==> src/sv/assert_macros.svh <==
// Assertion helpers used by the queue design file.
`ifndef ASSERT_MACROS_SVH
`define ASSERT_MACROS_SVH

// The consequent must hold in the same cycle as the antecedent.
`define BDEQ_ASSERT_SAME(lbl, clk, rst_n, ante, cons) \
    lbl: assert property (@(posedge clk) disable iff (!(rst_n)) (ante) |-> (cons)) \
        else $error("same-cycle check failed");

// The consequent must hold in the cycle after the antecedent.
`define BDEQ_ASSERT_NEXT(lbl, clk, rst_n, ante, cons) \
    lbl: assert property (@(posedge clk) disable iff (!(rst_n)) (ante) |=> (cons)) \
        else $error("next-cycle check failed");

`endif

==> src/sv/bdeq_pkg.sv <==
package bdeq_pkg;

    localparam int DEPTH   = 16;
    localparam int ADDR_W  = (DEPTH > 1) ? $clog2(DEPTH) : 1;
    localparam int CNT_W   = $clog2(DEPTH + 1);
    localparam int SUM_W   = CNT_W + 1;
    localparam int WORD_W  = 32;
    localparam int FILL_W  = 5;
    localparam int CMD_W   = 3;

    typedef logic signed [WORD_W-1:0] t_word;
    typedef logic [ADDR_W-1:0]        t_addr;
    typedef logic [CNT_W-1:0]         t_count;

    typedef enum logic [CMD_W-1:0] {
        CMD_PUSH_FRONT = 3'd0,
        CMD_POP_FRONT  = 3'd1,
        CMD_PEEK_FRONT = 3'd2,
        CMD_PUSH_BACK  = 3'd3,
        CMD_POP_BACK   = 3'd4,
        CMD_PEEK_BACK  = 3'd5
    } t_cmd;

    // (base + offset) mod DEPTH, with base < DEPTH and offset <= DEPTH.
    function automatic t_addr ring_pos(input t_addr base, input t_count offset);
        logic [SUM_W-1:0] sum;
        sum = SUM_W'(base) + SUM_W'(offset);
        if (sum >= SUM_W'(DEPTH)) begin
            sum = sum - SUM_W'(DEPTH);
        end
        return sum[ADDR_W-1:0];
    endfunction

endpackage

==> src/sv/bdeq_ram.sv <==
module bdeq_ram #(
    parameter int DEPTH_P = 16,
    parameter int WIDTH_P = 32,
    parameter int ADDR_WP = (DEPTH_P > 1) ? $clog2(DEPTH_P) : 1
) (
    input  logic               i_clk,
    input  logic               i_we,
    input  logic [ADDR_WP-1:0] i_waddr,
    input  logic [WIDTH_P-1:0] i_wdata,
    input  logic               i_re,
    input  logic [ADDR_WP-1:0] i_raddr,
    output logic [WIDTH_P-1:0] o_rdata
);

    logic [WIDTH_P-1:0] mem [DEPTH_P];
    logic [WIDTH_P-1:0] r_rdata;

    always_ff @(posedge i_clk) begin
        if (i_we) begin
            mem[i_waddr] <= i_wdata;
        end
    end

    always_ff @(posedge i_clk) begin
        if (i_re) begin
            r_rdata <= mem[i_raddr];
        end
    end

    assign o_rdata = r_rdata;

endmodule

==> src/sv/bounded_double_ended_queue.sv <==
// Bounded double-ended queue of signed 32-bit words in a ring buffer of DEPTH
// entries. Every accepted item (start high while busy is low) gives exactly one
// result, presented on the o_ports for one cycle with o_valid high in the
// cycle right after acceptance; the receiver must take it then. A new item may
// be accepted in every cycle, so the sustained rate is one item per clock, and
// the result is registered, as the read port of the storage memory is
// registered. busy is high only while reset is applied. A push to a full
// queue and a pop or peek on an empty one report o_ok low with zero data and
// leave the queue unchanged; unused command codes behave the same way.
`include "assert_macros.svh"

module bounded_double_ended_queue (
    input  logic                    i_clk,
    input  logic                    i_rst_n,
    input  logic                    start,
    output logic                    busy,
    input  logic [bdeq_pkg::CMD_W-1:0]  i_command,
    input  logic signed [bdeq_pkg::WORD_W-1:0] i_value,
    output logic                    o_valid,
    output logic                    o_ok,
    output logic signed [bdeq_pkg::WORD_W-1:0] o_data_out,
    output logic [bdeq_pkg::FILL_W-1:0] o_fill_count
);
    import bdeq_pkg::*;

    t_addr  r_head, n_head;
    t_count r_count, n_count;
    logic   r_valid;
    logic   r_ok;
    logic   r_rd;

    logic   accept;
    logic   full, empty;
    logic   ok;
    logic   we, re;
    t_addr  waddr, raddr;
    t_word  rdata;

    assign busy   = !i_rst_n;
    assign accept = start && !busy;
    assign full   = (r_count >= CNT_W'(DEPTH));
    assign empty  = (r_count == '0);

    always_comb begin
        n_head  = r_head;
        n_count = r_count;
        ok      = 1'b0;
        we      = 1'b0;
        re      = 1'b0;
        waddr   = r_head;
        raddr   = r_head;
        case (t_cmd'(i_command))
            CMD_PUSH_FRONT: begin
                if (!full) begin
                    n_head  = (r_head == '0) ? ADDR_W'(DEPTH - 1) : r_head - 1'b1;
                    waddr   = n_head;
                    we      = 1'b1;
                    n_count = r_count + 1'b1;
                    ok      = 1'b1;
                end
            end
            CMD_POP_FRONT, CMD_PEEK_FRONT: begin
                if (!empty) begin
                    raddr = r_head;
                    re    = 1'b1;
                    ok    = 1'b1;
                    if (t_cmd'(i_command) == CMD_POP_FRONT) begin
                        n_head  = ring_pos(r_head, CNT_W'(1));
                        n_count = r_count - 1'b1;
                    end
                end
            end
            CMD_PUSH_BACK: begin
                if (!full) begin
                    waddr   = ring_pos(r_head, r_count);
                    we      = 1'b1;
                    n_count = r_count + 1'b1;
                    ok      = 1'b1;
                end
            end
            CMD_POP_BACK, CMD_PEEK_BACK: begin
                if (!empty) begin
                    raddr = ring_pos(r_head, r_count - 1'b1);
                    re    = 1'b1;
                    ok    = 1'b1;
                    if (t_cmd'(i_command) == CMD_POP_BACK) begin
                        n_count = r_count - 1'b1;
                    end
                end
            end
            default: begin
                ok = 1'b0;
            end
        endcase
    end

    // A write and a later read of the same entry never race: the read for a
    // following item is issued only after the write has landed in the memory.
    bdeq_ram #(
        .DEPTH_P (DEPTH),
        .WIDTH_P (WORD_W),
        .ADDR_WP (ADDR_W)
    ) u_ram (
        .i_clk   (i_clk),
        .i_we    (accept && we),
        .i_waddr (waddr),
        .i_wdata (i_value),
        .i_re    (accept && re),
        .i_raddr (raddr),
        .o_rdata (rdata)
    );

    always_ff @(posedge i_clk) begin
        if (!i_rst_n) begin
            r_head  <= '0;
            r_count <= '0;
            r_valid <= 1'b0;
            r_ok    <= 1'b0;
            r_rd    <= 1'b0;
        end else begin
            r_valid <= accept;
            if (accept) begin
                r_head  <= n_head;
                r_count <= n_count;
                r_ok    <= ok;
                r_rd    <= re;
            end
        end
    end

    assign o_valid      = r_valid;
    assign o_ok         = r_ok;
    assign o_data_out   = r_rd ? rdata : '0;
    assign o_fill_count = FILL_W'(r_count);

    `BDEQ_ASSERT_SAME(a_count_bound, i_clk, i_rst_n, 1'b1, r_count <= CNT_W'(DEPTH))
    `BDEQ_ASSERT_NEXT(a_result_follows, i_clk, i_rst_n, accept, o_valid)
    `BDEQ_ASSERT_SAME(a_fail_zero, i_clk, i_rst_n, o_valid && !o_ok, o_data_out == '0)
    `BDEQ_ASSERT_NEXT(a_idle_holds, i_clk, i_rst_n, !accept, $stable(r_head) && $stable(r_count))

endmodule
==> config.mk <==
export PLATFORM = sky130hd
export DESIGN_NAME = bounded_double_ended_queue
export DESIGN_NICKNAME = d
export VERILOG_FILES = /design/src/sv/bdeq_pkg.sv /design/src/sv/bdeq_ram.sv /design/src/sv/bounded_double_ended_queue.sv
export VERILOG_INCLUDE_DIRS = /design/src /design/src/sv
export SDC_FILE = /design/constraint.sdc
export NUM_CORES = 1
export LEC_CHECK = 0
export ABC_AREA = 1
export BUFFER_PORTS_ARGS = -buffer_cell sky130_fd_sc_hd__buf_4
export CORE_UTILIZATION = 50
export DETAILED_ROUTE_END_ITERATION = 6
export HOLD_SLACK_MARGIN = 0.08
export PLACE_DENSITY = 0.66
export SLEW_MARGIN = 20
export SYNTH_ARGS = -nofsm -noshare
export SYNTH_HDL_FRONTEND = slang
export SYNTH_SLANG_ARGS = --single-unit
==> constraint.sdc <==
create_clock -name i_clk -period 9.4 [get_ports i_clk]
set_input_delay 0.47 -clock i_clk [delete_from_list [all_inputs] [get_ports i_clk]]
set_output_delay 0.47 -clock i_clk [all_outputs]
set_load 0.01 [all_outputs]
# [After elaboration in Yosys (flattened, before gate mapping)]
# Memories as Yosys holds them, arrays and structs flattened. A register that Yosys moved wholly into a read port is not among the register bits.
# Cells that the tools add are included.
[totals] ram_bits=512 register_bits=12 memories=1 output_inout_bits=40 elab_cells=70
[memory_table] memory="u_ram.mem" words=16 width=32 read_ports=1 rd_ports_with_merged_regs=1 write_ports=1 line_no="bdeq_ram.sv:15" rtl="logic [WIDTH_P-1:0] mem [DEPTH_P];"
[classes] n_eq_ne=10 n_addsub=9 n_mux=26 n_lt_le_gt_ge=4 reduce_logical=15
[op_table] operator="4-bit two-way mux" n=10
[op_table] operator="32-bit two-way mux" n=1
[op_table] operator="5-bit two-way mux" n=5
[op_table] operator="4-bit case mux with 2 select lines" n=2
[op_table] operator="4-bit by 1-bit subtractor with 4-bit output, second input constant" n=4
[op_table] operator="5-bit case mux with 3 select lines" n=1
[op_table] operator="4-bit by 5-bit adder with 6-bit output" n=2
[op_table] operator="6-bit by 5-bit greater-or-equal comparator with 1-bit output, second input constant" n=2
[op_table] operator="5-bit greater-or-equal comparator, second input constant" n=2
[op_table] operator="2-bit inequality test, second input constant" n=5
[op_table] operator="7-bit AND reduction" n=1
[op_table] operator="3-bit by 2-bit == test with 1-bit output, second input constant" n=2
[op_table] operator="3-bit == test, second input constant" n=2
[op_table] operator="1-bit two-way mux" n=6
[op_table] operator="2-bit OR reduction" n=3
[op_table] operator="4-bit by 1-bit adder with 5-bit output, second input constant" n=1
[op_table] operator="5-bit by 1-bit adder with 5-bit output, second input constant" n=1
[op_table] operator="5-bit logical NOT" n=1
[op_table] operator="5-bit by 1-bit subtractor with 5-bit output, second input constant" n=1
[op_table] operator="4-bit logical NOT" n=1
[op_table] operator="4-bit AND reduction" n=1
[op_table] operator="4-bit OR reduction" n=1
[op_table] operator="3-bit by 1-bit == test with 1-bit output, second input constant" n=1
[op_table] operator="1-bit logical AND" n=3
[op_table] operator="5 further kinds" n=5

# [Depth between registers and ports, before layout]
# Gate-level depths: netlist of run 1.
[depth] word_depth=6 ltp_mapped=15 mapped_depth_nobuf=13

# [Hierarchy]
# A second synthesis of run 1 with hierarchy kept.
[unflattened] cells_unflattened=2413 area_unflattened_um2=24758.7
[modules_own_cells] module="bdeq_ram" instances=1 cells_per_inst=2120 seq_area_each_um2=16335.7 area_each_um2=23050.9
[modules_own_cells] module="bounded_double_ended_queue" instances=1 cells_per_inst=293 seq_area_each_um2=240.2 area_each_um2=1707.9

# [Worst setup path before layout of run 1]
# OpenSTA, ideal clock, no wires.
[synth_timing] path_kind="flip-flop to flip-flop" from="reg r_head[0]" to="mem u_ram.mem[5][0] (enable)" setup_ns=0.421 n_path_buf=0 t_arrival_ns=2.990 stages_incl_launch_ff=11 slack_ns=5.989 required_time_ns=8.979 path_cell_list="dfxtp_1 inv_1 ha_1 inv_1 nand2_1 nand3_1 nand2_1 or2_2 o211ai_1 nand3_1 nor2_1"
[synth_between] elab_chain_len=5 elab_cells_between_ends=10
[synth_rtl] element="start, declared" line_no="bounded_double_ended_queue.sv:26" rtl="t_addr r_head, n_head;"
[synth_rtl] element="start signal, assigned" line_no="bounded_double_ended_queue.sv:123" rtl="r_head <= n_head;"
[synth_rtl] element="4-bit by 5-bit adder with 6-bit output" line_no="bdeq_pkg.sv:27" rtl="sum = SUM_W'(base) + SUM_W'(offset);"
[synth_rtl] element="6-bit by 5-bit greater-or-equal comparator with 1-bit output or 4-bit by 1-bit subtractor with 4-bit output (tied branches)" line_no="bdeq_pkg.sv:28, bdeq_pkg.sv:29"
[synth_rtl] element="4-bit two-way mux" line_no="bdeq_pkg.sv:28" rtl="if (sum >= SUM_W'(DEPTH)) begin"
[synth_rtl] element="4-bit two-way mux" line_no="bounded_double_ended_queue.sv:74" rtl="if (!full) begin"
[synth_rtl] element="4-bit case mux with 2 select lines *" line_no="bounded_double_ended_queue.sv:52" rtl="case (t_cmd'(i_command))"
[synth_rtl] element="end, declared" line_no="bdeq_ram.sv:15"
# Every way passes the cells marked *; elsewhere a longest branch is shown, timed or not.

# [Worst setup path in the final report of run 1]
[layout_timing] from="reg r_count[1] (netlist: o_fill_count[1])" to="reg u_ram.r_rdata[28] (netlist: u_ram.o_rdata[28]) (read register of u_ram.mem) (data pin)"
[layout_between] elab_chain_len=6 elab_cells_between_ends=11
[layout_rtl] element="start, declared" line_no="bounded_double_ended_queue.sv:27" rtl="t_count r_count, n_count;"
[layout_rtl] element="start signal, assigned" line_no="bounded_double_ended_queue.sv:124" rtl="r_count <= n_count;"
[layout_rtl] element="5-bit by 1-bit subtractor with 5-bit output" line_no="bounded_double_ended_queue.sv:83" rtl="raddr = ring_pos(r_head, r_count - 1'b1);"
[layout_rtl] element="4-bit by 5-bit adder with 6-bit output" line_no="bdeq_pkg.sv:27"
[layout_rtl] element="6-bit by 5-bit greater-or-equal comparator with 1-bit output or 4-bit by 1-bit subtractor with 4-bit output (tied branches)" line_no="bdeq_pkg.sv:28, bdeq_pkg.sv:29"
[layout_rtl] element="4-bit two-way mux" line_no="bdeq_pkg.sv:28"
[layout_rtl] element="4-bit two-way mux" line_no="bounded_double_ended_queue.sv:82" rtl="if (!empty) begin"
[layout_rtl] element="4-bit two-way mux"
[layout_rtl] element="end, declared" line_no="bdeq_ram.sv:16" rtl="logic [WIDTH_P-1:0] r_rdata;"
# Parallel ways exist; a longest one is shown, timed or not.
# A chain may end at the register's enable or synchronous reset.

==> results of run 1 <==
power breakdown:
part | internal [mW] | leakage (nW) | total (mW) | switching (mW)
registers | 2.74 | 4.99 | 2.75 | 0.0109
logic | 0.130 | 6.35 | 0.453 | 0.323
clock network | 1.32 | 0.887 | 2.24 | 0.921
flip-flops by register name, indices dropped and copies added (netlist names):
register and count:
r_head 4, u_ram.mem 512, u_ram.o_rdata 32, o_ok 1, o_valid 1, r_rd 1
o_fill_count 5
cells in the mapped netlist:
cell | n | share of area (%)
nor2_2 | 1 | 0.025
o21ai_0 | 18 | 0.36
o21ai_2 | 2 | 0.070
inv_1 | 578 | 8.6
nand2_2 | 3 | 0.075
and2b_1 | 1 | 0.030
a21oi_1 | 12 | 0.24
nand2_4 | 3 | 0.13
nand3_1 | 631 | 13
fa_1 | 2 | 0.16
nor2_4 | 1 | 0.045
and2_1 | 1 | 0.025
o21ai_1 | 1 | 0.020
o22ai_1 | 1 | 0.025
inv_2 | 2 | 0.030
dfxtp_1 | 12 | 0.96
nand4_1 | 4 | 0.10
ha_1 | 11 | 0.55
buf_6 | 3 | 0.13
xor2_1 | 4 | 0.14
o211ai_1 | 2 | 0.060
clkbuf_1 | 13 | 0.19
buf_4 | 40 | 1.2
buf_2 | 62 | 1.2
or2_2 | 1 | 0.025
nand3_2 | 1 | 0.040
buf_1 | 8 | 0.12
nor2_1 | 37 | 0.55
a31oi_1 | 2 | 0.050
nor3_1 | 3 | 0.060
edfxtp_1 | 544 | 65
xnor2_1 | 2 | 0.070
nand2_1 | 468 | 7.0
cell usage in the layout (no fill, tap or decap), drive strengths merged:
cell      netlist  final
fa              2      2
or2             1      1
buf           113    106
xor2            4      4
a31oi           2      2
inv           580    580
ha             11     11
o211ai          2      2
nor2           39     39
clkinvlp        0      1
nand2         474    474
edfxtp        544    544
nand3         632    632
nor3            3      3
and2b           1      1
nand4           4      4
bufinv          0      7
o22ai           1      1
and2            1      1
dfxtp          12     12
clkbuf         13     74
xnor2           2      2
o21ai          21     21
a21oi          12     12
clkinv          0     21
stage by stage:
step                instances  worst slack, ns  hold slack (ns)
floorplan                2474             5.99            0.508
global placement         3118             5.59            0.492
detailed placement       3118             5.48            0.500
CTS                      3221             5.45            0.110
global route             3221             5.14            0.129
finish                   3221             5.41            0.142
worst min path at each step:
stage,endpoint,from
6_report,u_ram.mem[6][1]$_DFFE_PP_,i_value[1]
3_5_place_dp,o_ok$_SDFFE_PN0P_,o_ok$_SDFFE_PN0P_
2_1_floorplan,r_head[2]$_SDFFE_PN0P_,r_head[2]$_SDFFE_PN0P_
4_1_cts,u_ram.mem[11][1]$_DFFE_PP_,i_value[1]
5_1_grt,u_ram.mem[1][21]$_DFFE_PP_,i_value[21]
3_3_place_gp,o_ok$_SDFFE_PN0P_,o_ok$_SDFFE_PN0P_
critical path: cells and delay by family, from the launching register on:
family | cells | cell delay [ns]
and+or+nand+nor | 4 | 0.53
DFF | 1 | 0.48
buffers and inverters | 4 | 1.72
AOI/OAI and AO/OA | 1 | 0.14
adders and majority gates | 2 | 0.92
logic make-up after synthesis:
logic type / count (synthesis) / synth area share [%]
compound gates: 38 / 0.822
buf+inv: 706 / 11.6
fa+ha+maj: 13 / 0.708
xor+xnor: 6 / 0.209
flops: 556 / 66.0
simple gates: 1155 / 20.7
routing by layer:
layer / vias to the layer above / GRT usage (%) / wire, um
met5: - / 0 / 12
met4: 2 / 9.68 / 1840
met3: 120 / 3.25 / 4790
met2: 690 / 42.1 / 30200
met1: 8373 / 33.8 / 26000
li1: 8105 / - / -
cell type report:
type | instances | share of cell area, %
Sequential cell | 556 | 59.1
Multi-Input combinational cell | 1212 | 20.8
Inverter | 580 | 7.76
Clock buffer | 74 | 5.39
Tap cell | 664 | 2.96
Timing Repair Buffer | 106 | 2.85
Clock inverter | 29 | 1.13
==> flow_summary.toml, run 1 <==
[drt]
ant_nets = 0
firstDrtPassIters = 5
drc = 0
wl_per_cell_um = 19.5
routed_wl_mm = 62.8
vias_per_cell = 5.37
drtIter0Drc = 1860
vias = 17300

[sta]
max_freq_mhz = 251
rsz0062_at_grt = "no"
period_needed_ns = 3.99
worstMarginPinSlew_ns = 1.19
timing.setup.tns_ns = 0
final-setup-viol-count = 0
maxSlewViolCount = 0
skew_ns = 0.0133
fin_crit_sh_pct = 42.5
hold_viol_final = 0
relSlewSlack_pct = 20.2

[die]
die_h_um = 226
rows = 81
io-pin-count = 78
dieArea_sq_um = 51100
start_util_pct = 51.0
core_sq_um = 49300
dieWidth_um = 226

[layout]
layout.nets = 2564
drive_above_1_share_pct = 8.45
final_core_util_pct = 56.9
final_area_sq_um = 28000
multi_input_area_sq_um = 5830
nFillCells = 4163
antenna_cells = 0
area_growth_pct = 11.7
ff_latch_area_sq_um = 16600

[global_routing]
grt_overflow_total = 0
grt_first_pass_wirelength_mm = 96.8
antenna_found_initial = 1
grt_pass1_vias = 16800
grt_max_degree = 103
groute.usage.overall_pct = 25.3

[critical_path]
crit_top_cell = "nand3_1"
r2r_cells = 11
cpMaxStageDelayCell = "buf_4"
endpoint_kind = "flop"
cp_max_fo = 70
r2r_slack_ns = 5.41
path_class = "reg2reg"
cp-start-kind = "flop"
rr_endpoint = "u_ram.o_rdata[28]$_DFFE_PP_"
path_cells = "inv_1 > ha_1 > fa_1 > inv_1 > o21ai_4 > buf_4 > buf_4 > nand3_1 > nand3_1 > nand3_1 > nand2_1"
cp.arrival_ns = 4.47
cp-endpoint = "u_ram.o_rdata[28]$_DFFE_PP_"
r2r-start = "o_fill_count[1]$_SDFFE_PN0P_"
critical_path_required_ns = 9.88
startpoint = "o_fill_count[1]$_SDFFE_PN0P_"
slowest_delay_ns = 0.85

[worst_hold_path]
hold_class = "in2reg"
hold_depth = 1

[clock_network]
cts_root_buffer = "clkbuf_16"
post_cts_resized = 0
cts.htree.levels = 2
cts_tree = "yes"
clkTransAtPathRegs_ns = 0.06
clk_latency_ns = 0.63
hold_buffers = 0
cts_buffers = 57
clock-sinks = 556
post_cts_buffers = 0
clock_path_buffers = 3

[power_and_ir_drop]
pwr_density_cell_nw_per_um2 = 194
p_leak_nw = 12.2
total_power_mw = 5.44
peakVddDrop_mv = 0.139

[synth]
syn-cell-area_sq_um = 25100
ys_seq_area_share_pct = 66.0
avgSynthCellArea_sq_um = 10.1
syn-num-nets = 2525
synth.distinct_cells = 33
yosysWarnings = 0
synthCells = 2474
synth-seq-cells = 556

[placement]
place_area_sq_um = 26200
dp.final_hpwl_mm = 30.6
place.gp.congestion = 0.847
port-buffer-count = 77

[job]
max-cap-violations = 0

[status]
status = "finished clean"
No activity file was read; power rests on OpenSTA's default activity.
==> run 2, diff against run 1 <==
--- a/config.mk
+++ b/config.mk
@@ -6,12 +6,12 @@
 export SDC_FILE = /design/constraint.sdc
 export NUM_CORES = 1
 export LEC_CHECK = 0
-export ABC_AREA = 1
+export ABC_AREA = 0
 export BUFFER_PORTS_ARGS = -buffer_cell sky130_fd_sc_hd__buf_4
 export CORE_UTILIZATION = 50
 export DETAILED_ROUTE_END_ITERATION = 6
 export HOLD_SLACK_MARGIN = 0.08
-export PLACE_DENSITY = 0.66
+export PLACE_DENSITY = 0.69
 export SLEW_MARGIN = 20
 export SYNTH_ARGS = -nofsm -noshare
 export SYNTH_HDL_FRONTEND = slang
==> constraint.sdc (replaced) <==
create_clock -name i_clk -period 3.4 [get_ports i_clk]
set_input_delay 0.17 -clock i_clk [delete_from_list [all_inputs] [get_ports i_clk]]
set_output_delay 0.17 -clock i_clk [all_outputs]
set_load 0.01 [all_outputs]
==> run 2 against run 1 <==
  * Synthesized cell count is 41% lower
  * Largest cell class unchanged
  * Total power grew to 2.7 times the previous value
  * Register-to-register slack got worse by 5.2 ns
==> flow_summary.toml, run 2 <==
[status]
status = "finished clean"

[layout]
largest_reg_flops = 512
final_common_cell = "edfxtp_1"
multi_input_area_sq_um = 5250
final_area_sq_um = 26200
layout_common_cells = "edfxtp_1, nand2_1, a21oi_1"
drive_above_1_share_pct = 17.7
area_growth_pct = 18.6
top_register = "u_ram.mem"
layout.nets = 1670
final_core_util_pct = 60.4
ff_latch_area_sq_um = 16600
nFillCells = 3199

[power_and_ir_drop]
total_power_mw = 14.6
peakVddDrop_mv = 0.379
pwr_density_cell_nw_per_um2 = 558
p_leak_nw = 8.62

[die]
core_sq_um = 43400
io-pin-count = 78
dieWidth_um = 212
rows = 76
dieArea_sq_um = 45000
start_util_pct = 50.9
die_h_um = 212

[sta]
hold_viol_final = 0
period_needed_ns = 3.20
relSlewSlack_pct = 29.7
final-setup-viol-count = 0
maxSlewViolCount = 0
timing.setup.tns_ns = 0
skew_ns = 0.0268
max_freq_mhz = 313
worstMarginPinSlew_ns = 1.05
rsz0062_at_grt = "no"
whs_ns = 0.117
fin_crit_sh_pct = 94.1

[global_routing]
antenna_found_initial = 2
grt_overflow_total = 0
grt_max_degree = 127
grt_first_pass_wirelength_mm = 79.7
groute.usage.overall_pct = 24.1
grt_pass1_vias = 13200

[placement]
place.gp.congestion = 0.825
port-buffer-count = 77
dp.final_hpwl_mm = 27.7
place_area_sq_um = 24000

[synth]
synthMostInstantiatedCell = "edfxtp_1"
synth_top_area_share_pct = 74.0
synth-main-ff-cell = "edfxtp_1"
async_flop_share_pct = 0
yosysWarnings = 0
synthCells = 1464
avgSynthCellArea_sq_um = 15.1
synth.distinct_cells = 52
synth-seq-cells = 556
synthTopCellsByArea = "edfxtp_1, a22oi_1, a21oi_1, nand2_1, mux4_2"
yosys-top-cells-count = "edfxtp_1, nand2_1, a21oi_1"
syn-cell-area_sq_um = 22100
ys_seq_area_share_pct = 75.1
synth_top_area_cell = "edfxtp_1"
synth_edf_count = 544
syn-num-nets = 1515

[critical_path]
r2r-start = "o_fill_count[0]$_SDFFE_PN0P_"
critical_path_required_ns = 3.76
r2r_slack_ns = 0.20
path_class = "reg2reg"
cp_max_fo = 24
startpoint = "o_fill_count[0]$_SDFFE_PN0P_"
endpoint_kind = "flop"
cp.arrival_ns = 3.56
cp-start-kind = "flop"

[clock_network]
clock_path_buffers = 3
cts_buffers = 55
clkTransAtPathRegs_ns = 0.06
clk_latency_ns = 0.63
cts.htree.levels = 2
cts_tree = "yes"
clock-sinks = 556
cts_root_buffer = "clkbuf_16"

[drt]
wl_per_cell_um = 24.1
routed_wl_mm = 54.3
vias_per_cell = 6.02
ant_nets = 0
drtIter0Drc = 1578
drc = 0
vias = 13600
firstDrtPassIters = 6

[worst_hold_path]
min_from = "i_command[0]"
hold_class = "in2reg"

[job]
max-cap-violations = 0
run 2: cell count changes after synthesis, sizes merged, moves of 33 or more:
cell / delta
nand3: -625
nand2: -236
and2: +34
a21oi: +194
mux4: +33
clkbuf: +33
inv: -570
buf: -67
a22oi: +160
run 2: logic make-up (layout without fill, tap and decap cells):
kind of cell               count (synthesis)  count (layout)  share of synthesized area [%]
buffers and inverters                    102             300                           2.14
other                                      0               2                              0
adders and majority gates                 13              13                          0.804
muxes                                     37              37                           3.56
xor gates and xnor gates                  12              12                          0.476
AOI/OAI and AO/OA                        398             398                           11.1
and+or+nand+nor                          346             348                           6.83
DFF                                      556             556                           75.1
run 2: path summary, 6_finish.rpt:
check,to,cells after the start
setup / recovery,u_ram.o_rdata[4]$_DFFE_PP_,12
hold reg to reg,o_ok$_SDFFE_PN0P_,2
setup reg to reg,u_ram.o_rdata[4]$_DFFE_PP_,12
hold / removal,r_rd$_SDFFE_PN0P_,4
run 2: layer usage:
metal,track usage [%],vias up,part of all wire (%)
met2,38.9,604,48
met5,0,-,0
li1,-,5968,-
met1,34.0,6880,42
met3,3.55,100,7.5
met4,7.85,0,2.4
run 2: timing repair:
item                                    4_1_cts  5_1_grt
endpoints found under the hold margin       524        0
hold buffers                                 34        0
resized for setup                             0        3
endpoints found under the setup margin        0        5
buffers inserted                              0        9
run 2: worst max-delay path, stage by stage, from the launching register on:
cell	delay, ns
dfxtp_1	0.33
inv_1	0.08
ha_1	0.23
nor4b_4	0.17
o21ai_0	0.76
nand2_4	0.27
buf_4	0.23
buf_4	0.15
clkbuf_16	0.20
a21oi_1	0.16
a22oi_1	0.09
a22oi_1	0.20
nand2_1	0.07
run 2: layout make-up:
cell class	instances	share of cell area [%]
diodes	2	0.0191
clock inverters	30	0.955
clock buffers	72	5.50
well taps	585	2.79
multi-input cells	808	20.0
inverters	10	0.143
repair buffers	188	7.27
flip-flops and latches	556	63.3
run 2: power by group:
part           internal [mW]  switching [mW]
clock                   3.22            2.54
combinational          0.506           0.768
sequential              7.57          0.0198
total                   11.3            3.33
run 2: stage by stage:
stage	worst slack, ns	instances
2_1_floorplan	-0.423	1464
3_3_place_gp	0.254	2100
3_5_place_dp	0.180	2100
4_1_cts	0.154	2236
5_1_grt	0.0133	2251
6_report	0.201	2251
==> run 3, diff against run 2 <==
--- a/config.mk
+++ b/config.mk
@@ -6,7 +6,7 @@
 export SDC_FILE = /design/constraint.sdc
 export NUM_CORES = 1
 export LEC_CHECK = 0
-export ABC_AREA = 0
+export ABC_AREA = 1
 export BUFFER_PORTS_ARGS = -buffer_cell sky130_fd_sc_hd__buf_4
 export CORE_UTILIZATION = 50
 export DETAILED_ROUTE_END_ITERATION = 6
==> run 3 against run 2 <==
  * Combinational power up 12%
  * Final area up 10%
  * Sequential power about the same
  * Final cell count up 46%
  * Sequential share of layout area down 6.0 points
  * First-iteration DRC count up 17%
  * Flip-flop and latch count unchanged
  * Global-route usage up 2.2 points
  * Die area up 14%
  * Total power up 1.7%
  * Setup slack better by 0.054 ns
==> flow_summary.toml, run 3 (synthesis results as in run 1) <==
[sta]
worstMarginPinSlew_ns = 0.688
timing.setup.tns_ns = 0
fin_crit_sh_pct = 92.5
setup_ws_ns = 0.255
period_needed_ns = 3.14
skew_ns = 0.0202
rsz0062_at_grt = "no"
whs_ns = 0.120
final-setup-viol-count = 0
max_freq_mhz = 318
hold_viol_final = 0
relSlewSlack_pct = 54.0
maxSlewViolCount = 0

[clock_network]
clock_path_buffers = 3
cts_root_buffer = "clkbuf_16"
cts_buffers = 56
post_cts_buffers = 0
cts_tree = "yes"
clock-sinks = 556
clk_latency_ns = 0.62
clkTransAtPathRegs_ns = 0.06
cts.htree.levels = 2
post_cts_resized = 0

[critical_path]
cp_max_fo = 21
endpoint_kind = "flop"
cp-start-kind = "flop"
path_buf_inv = 2
cpMaxStageDelayCell = "dfxtp_1"
path_class = "reg2reg"
path_delay_family = "simple AND/OR/NAND/NOR gates"
cp.arrival_ns = 3.51
crit_top_cell = "nand2_1"
path_cells = "inv_1 > ha_1 > xor2_1 > ha_1 > nand2_1 > nand2_1 > o21ai_0 > nand3_1 > nand2_1 > nand2_2 > buf_12 > nand3_1 > nand2_1"
slowest_delay_ns = 0.48
r2r_cells = 13
worst-path-stages = 13
critical_path_required_ns = 3.76

[global_routing]
groute.usage.overall_pct = 26.3
grtUsageMet1_pct = 34.7
grt_overflow_total = 0
use_met2_pct = 44.3
grt_first_pass_wirelength_mm = 100
grt_max_degree = 88
antenna_found_initial = 0
use_met3_pct = 3.85
grt_pass1_vias = 17700
busiest_layer = "met2"

[layout]
top_register = "u_ram.mem"
final_cells = 3293
area_growth_pct = 15.2
drive_above_1_share_pct = 9.40
ff_latch_area_sq_um = 16600
nFillCells = 4085
antenna_cells = 0
largest_reg_flops = 512
multi_input_area_sq_um = 5830
final_core_util_pct = 58.7
final_common_cell = "nand3_1"
layout.nets = 2636
layout_common_cells = "nand3_1, inv_1, edfxtp_1"

[die]
io-pin-count = 78
dieArea_sq_um = 51100
die_h_um = 226
dieWidth_um = 226
start_util_pct = 51.0
core_sq_um = 49300
rows = 81

[drt]
routed_wl_mm = 65.5
firstDrtPassIters = 6
drc = 0
vias = 17800
wl_per_cell_um = 19.9
vias_per_cell = 5.41
ant_nets = 0
drtIter0Drc = 1850

[power_and_ir_drop]
peakVddDrop_mv = 0.389
pwr_density_cell_nw_per_um2 = 514
p_leak_nw = 12.6

[worst_hold_path]
hold_class = "in2reg"
hold_depth = 4

[placement]
place.gp.congestion = 0.834
port-buffer-count = 77
placed_cells = 3156
dp.final_hpwl_mm = 36.2
place_ws_ns = 0.359

[status]
status = "finished clean"

[job]
max-cap-violations = 0
[run 3: per-stage QoR]
step	total power, mW	instance area [sq um]
after floorplan	8.59	25100
after global placement	9.09	26900
after detailed placement	9.12	26900
after CTS	14.9	28900
after global routing	15.3	28900
final	14.9	28900
[run 3: final timing paths]
check / startpoint / endpoint / slack (ns)
min reg2reg: o_ok$_SDFFE_PN0P_ / o_ok$_SDFFE_PN0P_ / 0.50
max: o_fill_count[1]$_SDFFE_PN0P_ / u_ram.o_rdata[15]$_DFFE_PP_ / 0.26
max reg2reg: o_fill_count[1]$_SDFFE_PN0P_ / u_ram.o_rdata[15]$_DFFE_PP_ / 0.26
min: i_command[2] / r_head[1]$_SDFFE_PN0P_ / 0.12
[run 3: final cells by class]
class	instances	area share (%)
Clock buffer	75	5.13
Sequential cell	556	57.3
Timing Repair Buffer	179	6.25
Tap cell	664	2.87
Multi-Input combinational cell	1212	20.2
Inverter	580	7.53
Clock inverter	27	0.779
[run 3: worst reg2reg max path, stage by stage, from the launching register on]
cell and delay, ns:
dfxtp_1 0.48, inv_1 0.14, ha_1 0.24, xor2_1 0.22, ha_1 0.31, nand2_1 0.09
nand2_1 0.07, o21ai_0 0.33, nand3_1 0.15, nand2_1 0.11, nand2_2 0.27, buf_12 0.30
nand3_1 0.11, nand2_1 0.06
[run 3: repair_timing]
action / in CTS / in global routing
hold endpoints to repair: 524 / 0
setup endpoints to repair: 0 / 0
hold buffers: 35 / 0
[run 3: report_power, final]
| part | internal, mW | switching, mW |
|---|---|---|
| sequential | 7.58 | 0.0231 |
| combinational | 0.448 | 0.970 |
| clock | 3.28 | 2.58 |
[run 3: routing by layer]
layer  up-vias  share of wire (%)
li1       8269                  -
met1      8542                 40
met2       866                 48
met3       144                8.6
met4         0                3.1
met5         -                  0
